===== src/hdl/battery_band_power_policy_defines.svh =====
// Assertion macros for the battery band power policy block.
// Used by files that carry concurrent checks; expects clk and rst in scope.
`ifndef BATTERY_BAND_POWER_POLICY_DEFINES_SVH
`define BATTERY_BAND_POWER_POLICY_DEFINES_SVH

`ifndef ASSERT_OFF
// check that is masked while reset is high
`define BBPP_ASSERT(lbl, prop, msg) \
  lbl: assert property (@(posedge clk) disable iff (rst) prop) else $error(msg);
// check that also holds across reset
`define BBPP_ASSERT_ALWAYS(lbl, prop, msg) \
  lbl: assert property (@(posedge clk) prop) else $error(msg);
`else
`define BBPP_ASSERT(lbl, prop, msg)
`define BBPP_ASSERT_ALWAYS(lbl, prop, msg)
`endif

`endif


===== src/hdl/bbpp_pkg.sv =====
// Shared types, constants and band helpers for the battery band power policy.
// No dependencies.
package bbpp_pkg;

  localparam int unsigned PctW  = 7;
  localparam int unsigned TmoW  = 16;
  localparam int unsigned CfgIdxW  = 3;
  localparam int unsigned CfgDataW = 16;
  localparam int unsigned InDataW  = 16;
  localparam int unsigned OutDataW = 32;

  // configuration register indexes
  localparam logic [CfgIdxW-1:0] REG_BRIGHT_HIGH   = 3'd0;
  localparam logic [CfgIdxW-1:0] REG_BRIGHT_MID    = 3'd1;
  localparam logic [CfgIdxW-1:0] REG_BRIGHT_LOW    = 3'd2;
  localparam logic [CfgIdxW-1:0] REG_BRIGHT_FLOOR  = 3'd3;
  localparam logic [CfgIdxW-1:0] REG_TIMEOUT_LONG  = 3'd4;
  localparam logic [CfgIdxW-1:0] REG_TIMEOUT_MID   = 3'd5;
  localparam logic [CfgIdxW-1:0] REG_TIMEOUT_SHORT = 3'd6;

  // command codes
  localparam logic CMD_BATTERY = 1'b0;
  localparam logic CMD_MANUAL  = 1'b1;

  // register reset values
  localparam logic [PctW-1:0] RST_BRIGHT_HIGH   = 7'd70;
  localparam logic [PctW-1:0] RST_BRIGHT_MID    = 7'd50;
  localparam logic [PctW-1:0] RST_BRIGHT_LOW    = 7'd30;
  localparam logic [PctW-1:0] RST_BRIGHT_FLOOR  = 7'd20;
  localparam logic [TmoW-1:0] RST_TIMEOUT_LONG  = 16'd15000;
  localparam logic [TmoW-1:0] RST_TIMEOUT_MID   = 16'd10000;
  localparam logic [TmoW-1:0] RST_TIMEOUT_SHORT = 16'd5000;

  // battery thresholds
  localparam logic [PctW-1:0] BATT_HIGH     = 7'd70;
  localparam logic [PctW-1:0] BATT_MID      = 7'd40;
  localparam logic [PctW-1:0] BATT_LOW      = 7'd20;
  localparam logic [PctW-1:0] BATT_RADIO_ON = 7'd25;
  localparam logic [PctW-1:0] REQ_MIN       = 7'd10;
  localparam logic [PctW-1:0] REQ_MAX       = 7'd100;

  typedef enum logic [1:0] {
    BAND_FLOOR = 2'd0,
    BAND_LOW   = 2'd1,
    BAND_MID   = 2'd2,
    BAND_HIGH  = 2'd3
  } bbpp_band_t;

  typedef struct packed {
    logic [PctW-1:0] bright_high;
    logic [PctW-1:0] bright_mid;
    logic [PctW-1:0] bright_low;
    logic [PctW-1:0] bright_floor;
    logic [TmoW-1:0] timeout_long;
    logic [TmoW-1:0] timeout_mid;
    logic [TmoW-1:0] timeout_short;
  } bbpp_cfg_t;

  typedef struct packed {
    logic [PctW-1:0] bright;
    logic [TmoW-1:0] timeout;
    logic            ovr_active;
    logic [PctW-1:0] ovr_batt;
    logic [PctW-1:0] ovr_bright;
    logic            radio;
  } bbpp_state_t;

  typedef struct packed {
    logic            command;
    logic [PctW-1:0] batt;
    logic [PctW-1:0] req;
  } bbpp_item_t;

  typedef struct packed {
    logic            status;
    logic            touch;
    logic            radio;
    logic [TmoW-1:0] timeout;
    logic            changed;
    logic [PctW-1:0] bright;
  } bbpp_result_t;

  function automatic bbpp_band_t band_of(input logic [PctW-1:0] batt);
    bbpp_band_t b;
    if (batt >= BATT_HIGH)     b = BAND_HIGH;
    else if (batt >= BATT_MID) b = BAND_MID;
    else if (batt >= BATT_LOW) b = BAND_LOW;
    else                       b = BAND_FLOOR;
    return b;
  endfunction

endpackage


===== src/hdl/bbpp_calc.sv =====
// Next-state and result logic for one item of the battery band power policy.
// Depends on bbpp_pkg.
module bbpp_calc (
  input  bbpp_pkg::bbpp_cfg_t    cfg,
  input  bbpp_pkg::bbpp_state_t  state,
  input  bbpp_pkg::bbpp_item_t   item,
  output bbpp_pkg::bbpp_state_t  state_next,
  output bbpp_pkg::bbpp_result_t result
);
  import bbpp_pkg::*;

  bbpp_band_t      band;
  logic            keep_ovr;
  logic [PctW-1:0] target;
  logic            changed;
  logic            bad_req;

  assign band     = band_of(item.batt);
  assign keep_ovr = (band != BAND_FLOOR) && state.ovr_active &&
                    (band_of(state.ovr_batt) == band);
  assign bad_req  = (item.req < REQ_MIN) || (item.req > REQ_MAX);

  always_comb begin
    if (keep_ovr) begin
      target = state.ovr_bright;
    end else begin
      case (band)
        BAND_HIGH: target = cfg.bright_high;
        BAND_MID:  target = cfg.bright_mid;
        BAND_LOW:  target = cfg.bright_low;
        default:   target = cfg.bright_floor;
      endcase
    end
  end

  always_comb begin
    state_next = state;
    changed    = 1'b0;
    if (item.command == CMD_BATTERY) begin
      if (!keep_ovr) begin
        state_next.ovr_active = 1'b0;
        state_next.ovr_batt   = '0;
        state_next.ovr_bright = '0;
      end
      changed           = (target != state.bright);
      state_next.bright = target;
      if (item.batt >= BATT_HIGH)     state_next.timeout = cfg.timeout_long;
      else if (item.batt > BATT_LOW)  state_next.timeout = cfg.timeout_mid;
      else                            state_next.timeout = cfg.timeout_short;
      // hysteresis: hold radio between the two thresholds
      if (item.batt <= BATT_LOW)           state_next.radio = 1'b0;
      else if (item.batt >= BATT_RADIO_ON) state_next.radio = 1'b1;
    end else if (!bad_req) begin
      state_next.ovr_active = 1'b1;
      state_next.ovr_batt   = item.batt;
      state_next.ovr_bright = item.req;
      state_next.bright     = item.req;
      changed               = 1'b1;
    end
  end

  always_comb begin
    result.bright  = state_next.bright;
    result.changed = changed;
    result.timeout = state_next.timeout;
    result.radio   = state_next.radio;
    result.touch   = (item.batt >= BATT_LOW);
    result.status  = (item.command == CMD_MANUAL) && bad_req;
  end

endmodule


===== src/hdl/battery_band_power_policy.sv =====
// Top level of the battery band power policy: input register, policy logic,
// result register and configuration registers. Depends on bbpp_pkg, bbpp_calc.
//
//  channel  dir  signals                      content
//  s_*      in   s_tvalid s_tready s_tdata    item: battery, request; tuser = command
//  m_*      out  m_tvalid m_tready m_tdata    result of one item
//  cfg_*    in   cfg_we cfg_index cfg_data    configuration register write
//
// One item per cycle sustained while results are taken; an accepted item is held in
// the input register, then its result is loaded into the result register and shows
// on m_* until it is taken.
// Reset clears the policy state, the valid flags and restores register defaults.
// A stalled result holds the result register; the input register then fills
// and s_tready drops until the result is taken.
`include "battery_band_power_policy_defines.svh"

module battery_band_power_policy (
  input  logic                                clk,
  input  logic                                rst,
  input  logic                                s_tvalid,
  output logic                                s_tready,
  // [6:0] battery_percent, [13:7] brightness_request, [15:14] zero
  input  logic [bbpp_pkg::InDataW-1:0]        s_tdata,
  // [0] command
  input  logic                                s_tuser,
  output logic                                m_tvalid,
  input  logic                                m_tready,
  // [6:0] brightness, [7] brightness_changed, [23:8] display timeout in ms,
  // [24] radio_enable, [25] touch_enable, [26] status, [31:27] zero
  output logic [bbpp_pkg::OutDataW-1:0]       m_tdata,
  input  logic                                cfg_we,
  input  logic [bbpp_pkg::CfgIdxW-1:0]        cfg_index,
  input  logic [bbpp_pkg::CfgDataW-1:0]       cfg_data
);
  import bbpp_pkg::*;

  bbpp_cfg_t    cfg;
  bbpp_state_t  state;
  bbpp_state_t  state_next;
  bbpp_item_t   in_item;
  logic         in_valid;
  bbpp_result_t result;
  bbpp_result_t out_res;
  logic         out_valid;
  logic         advance;

  assign advance  = in_valid && (!out_valid || m_tready);
  assign s_tready = !in_valid || advance;
  assign m_tvalid = out_valid;
  assign m_tdata  = {{(OutDataW - $bits(bbpp_result_t)){1'b0}}, out_res};

  always_ff @(posedge clk) begin
    if (rst) begin
      cfg.bright_high   <= RST_BRIGHT_HIGH;
      cfg.bright_mid    <= RST_BRIGHT_MID;
      cfg.bright_low    <= RST_BRIGHT_LOW;
      cfg.bright_floor  <= RST_BRIGHT_FLOOR;
      cfg.timeout_long  <= RST_TIMEOUT_LONG;
      cfg.timeout_mid   <= RST_TIMEOUT_MID;
      cfg.timeout_short <= RST_TIMEOUT_SHORT;
    end else if (cfg_we) begin
      unique case (cfg_index)
        REG_BRIGHT_HIGH:   cfg.bright_high   <= cfg_data[PctW-1:0];
        REG_BRIGHT_MID:    cfg.bright_mid    <= cfg_data[PctW-1:0];
        REG_BRIGHT_LOW:    cfg.bright_low    <= cfg_data[PctW-1:0];
        REG_BRIGHT_FLOOR:  cfg.bright_floor  <= cfg_data[PctW-1:0];
        REG_TIMEOUT_LONG:  cfg.timeout_long  <= cfg_data[TmoW-1:0];
        REG_TIMEOUT_MID:   cfg.timeout_mid   <= cfg_data[TmoW-1:0];
        REG_TIMEOUT_SHORT: cfg.timeout_short <= cfg_data[TmoW-1:0];
        default: ;
      endcase
    end
  end

  // input register
  always_ff @(posedge clk) begin
    if (rst) begin
      in_valid <= 1'b0;
    end else if (s_tready) begin
      in_valid <= s_tvalid;
    end
    if (s_tvalid && s_tready) begin
      in_item.command <= s_tuser;
      in_item.batt    <= s_tdata[PctW-1:0];
      in_item.req     <= s_tdata[2*PctW-1:PctW];
    end
  end

  bbpp_calc u_calc (
    .cfg        (cfg),
    .state      (state),
    .item       (in_item),
    .state_next (state_next),
    .result     (result)
  );

  // policy state advances together with the result register
  always_ff @(posedge clk) begin
    if (rst) begin
      state     <= '0;
      out_valid <= 1'b0;
    end else begin
      if (advance) begin
        state <= state_next;
      end
      if (advance) begin
        out_valid <= 1'b1;
      end else if (m_tready) begin
        out_valid <= 1'b0;
      end
    end
    if (advance) begin
      out_res <= result;
    end
  end

  `BBPP_ASSERT(a_ovr_range, state.ovr_active |-> (state.ovr_bright >= REQ_MIN && state.ovr_bright <= REQ_MAX), "override brightness outside 10..100")
  `BBPP_ASSERT(a_radio_off, (advance && in_item.command == CMD_BATTERY && in_item.batt <= BATT_LOW) |=> !state.radio, "radio on after low battery update")
  `BBPP_ASSERT(a_status_nochg, (out_valid && out_res.status) |-> !out_res.changed, "rejected request marked as changed")
  `BBPP_ASSERT_ALWAYS(a_rst_clear, $past(rst) |-> (!out_valid && !in_valid && !state.ovr_active), "valid or override set after reset")

endmodule


===== config.mk =====
export PLATFORM = sky130hd
export DESIGN_NAME = battery_band_power_policy
export DESIGN_NICKNAME = d
export VERILOG_FILES = /design/src/hdl/bbpp_pkg.sv /design/src/hdl/bbpp_calc.sv /design/src/hdl/battery_band_power_policy.sv
export VERILOG_INCLUDE_DIRS = /design/src /design/src/hdl
export SDC_FILE = /design/constraint.sdc
export NUM_CORES = 1
export LEC_CHECK = 0
export BUFFER_PORTS_ARGS = -buffer_cell sky130_fd_sc_hd__buf_2
export CAP_MARGIN = 30
export CORE_UTILIZATION = 50
export DETAILED_ROUTE_END_ITERATION = 7
export PLACE_DENSITY = 0.7
export SKIP_LAST_GASP = 1
export SYNTH_ARGS = -nofsm -noshare
export SYNTH_HDL_FRONTEND = slang
export SYNTH_SLANG_ARGS = --single-unit

===== constraint.sdc =====
create_clock -name clk -period 3.3 [get_ports clk]
set_input_delay 0.165 -clock clk [delete_from_list [all_inputs] [get_ports clk]]
set_output_delay 0.165 -clock clk [all_outputs]
set_load 0.01 [all_outputs]

==> flow_summary_export.csv <==
group,metric,value,unit
clocking,numCtsBuffers,17,
die,fp.dieW,119,um
global_routing,grt_max_degree,69,
sta,tns,0,ps
critical_path,endpoint,"m_tdata[7]",
yosys,async_flop_share,0,%
sta,skew,9.03,ps
global_routing,grt_usage,23.8,%
die,core_area,13300,um2
finish,final_nets,838,
finish,drive_gt1_share,15.3,%
critical_path,startpoint_type,"register",
placement,hpwl,10100,um
sta,tightest_slew,771,ps
sta,hold_ws,39.8,ps
sta,fmax,358,MHz
placement,dp_cells,929,
die,pin_count,75,
placement,gp_congestion,0.856,
power_and_ir_drop,ir_worst_vdd,0.345,mV
clocking,post_cts_resized,0,
clocking,clk_pin_slew,60,ps
yosys,syn_area_per_cell,9.46,um2
run,cap_violations,0,
critical_path,critPathKind,"reg2reg",
placement,place_area,7270,um2
finish,final_util,60.6,%
route,drt_wl_total,16000,um
finish,diodes,0,
clocking,cts_sinks,158,
finish,final_common_cell,"nand2_1",
route,drt_iter0_drc,458,
route,remaining_drc_errors,0,
yosys,yosysUniqueCellTypes,53,
critical_path,crit_chain,"a2111oi_2 > mux2i_2 > buf_4 > mux2i_1 > xor2_1 > a21oi_1 > o41ai_1 > a31oi_1",
yosys,synth_area_leaders,"dfxtp_1 34%, edfxtp_1 18%, nand2_1 7.7%",
finish,final_cell_area,8060,um2
yosys,synth.top_cell.area_share,34.0,%
critical_path,worstPathArrival,2960,ps
placement,portBuffers,67,
die,die_h,119,um
sta,drv_slew,0,
critical_path,cp.required,3460,ps
critical_path,cp-startpoint,"in_item[8]",
power_and_ir_drop,design_power_total,4.35,mW
critical_path,rr_endpoint,"m_tdata[7]",
power_and_ir_drop,p_leak,3.37,nW
global_routing,grt_first_pass_wirelength,26000,um
route,wl_per_cell,16.2,um
critical_path,r2r_slack,500,ps
global_routing,grt_pass1_vias,5046,
yosys,synth_area,6820,um2
die,core.rowCount,42,
route,drtAntennaViolNets,0,
yosys,synth-seq-cells,158,
yosys,ys_seq_area_share,52.5,%
critical_path,r2r-start,"in_item[8]",
min_path,hold_path.class,"in2reg",
clocking,clock_latency,430,ps
clocking,cts_tree,"built",
sta,hold_viol,0,
clocking,clock_path_buffers,2,
finish,final_cell_mix,"140 x nand2_1, 116 x dfxtp_1, 67 x buf_2, 57 x nor2_1, 52 x mux2i_1",
route,viasPerCell,5.65,
placement,dp_slack,591,ps
yosys,synth_edf_count,42,
yosys,synth_top_cell_by_area,"dfxtp_1",
die,start_util,51.3,%
critical_path,crit_path_max_incr_delay,620,ps
global_routing,antenna_found_initial,0,
critical_path,slowest_stage,"o41ai_1",
finish,syn_to_final_growth,18.0,%
sta,min_period_over_period,84.8,%
sta,layout_setup_ws,503,ps
power_and_ir_drop,cellPowerDensity,539,nW/um2
critical_path,timing.critical_path.fanout_max,8,
sta,slew_headroom,48.6,%
yosys,ys.flop_type,"dfxtp_1",
critical_path,cp-end-kind,"register",
yosys,ys_warn_count,0,
sta,period_needed,2800,ps
die,die_area,14100,um2
clocking,root_buffer,"clkbuf_16",
finish,final_cell_count_no_fill,986,
yosys,synthCells,721,
global_routing,grt-ovfl-total,0,
sta,setup_viol,0,
route,drt_pass1_iterations,5,
clocking,htreeDepth,4,
outcome,status,"finished clean",
min_path,min_from,"m_tready",
route,num_vias,5570,
sta,rsz0062_at_grt,"false",
critical_path,r2r_cells,8,
-- sequential cells by signal (all words and copies together), names as in the netlist --
register,cells
m_tdata,27
m_tvalid,1
in_item,15
state,38
in_valid,1
cfg,76
-- Yosys cell counts, types with 7 or more instances --
master,count
clkbuf_1,42
nor2_1,57
a211oi_1,34
xor2_1,8
xnor2_1,7
a21o_1,17
edfxtp_1,42
o21ai_0,17
a21oi_1,45
nor3_1,18
nand2_1,140
nand3_1,23
dfxtp_1,116
mux2i_1,52
a22o_1,13
mux2_2,9
-- cell type report --
class	count	area (um2)
fillers	1099	5240
flip-flops and latches	158	3580
well taps	176	220
clock inverters	15	113
clock buffers	17	425
multi-input cells	508	3000
inverters	6	22.5
repair buffers	106	691
-- worst min path at each step --
stage / to / cells after the start
2_1_floorplan: in_item[0] / 0
3_3_place_gp: in_item[1] / 1
3_5_place_dp: in_item[12] / 1
4_1_cts: m_tvalid / 4
5_1_grt: cfg[53] / 3
6_report: m_tvalid / 4
-- layer usage --
| metal | wire length [um] | share of wire (%) | global-route usage, % | vias to the layer above |
|---|---|---|---|---|
| met5 | 0 | 0 | 0 | - |
| met4 | 309 | 1.9 | 9.89 | 0 |
| met3 | 1270 | 8.0 | 6.32 | 26 |
| met2 | 7150 | 45 | 35.4 | 225 |
| met1 | 7230 | 45 | 32.7 | 2620 |
| li1 | - | - | - | 2699 |
-- critical path, delay by kind of cell (launching register included) --
family / cells / cell delay (ps)
buf+inv: 1 / 190
xor+xnor: 1 / 180
compound gates: 4 / 1310
mux: 2 / 400
flops: 1 / 440
-- cell families (layout without fill, tap and decap cells) --
group	Yosys count	count (layout)	synth area share [%]
buffers and inverters	59	144	3.74
AND/OR/NAND/NOR	262	262	16.2
AO/OA/AOI/OAI	163	163	16.0
other	1	5	0.0550
multiplexers	63	63	9.48
XOR/XNOR	15	15	1.93
flip-flops	158	158	52.5
-- where the power goes --
part / internal [mW] / leakage [nW] / switching (mW)
combinational: 0.180 / 1.78 / 0.254
sequential: 2.08 / 1.35 / 0.0597
clock: 0.964 / 0.250 / 0.809
total: 3.22 / 3.37 / 1.12
-- what timing repair did --
| action | 4_1_cts | 5_1_grt |
|---|---|---|
| hold endpoints to repair | 40 | 0 |
| setup buffers | 0 | 0 |
| hold buffers | 25 | 0 |
Power figures use the tool's default switching activity.
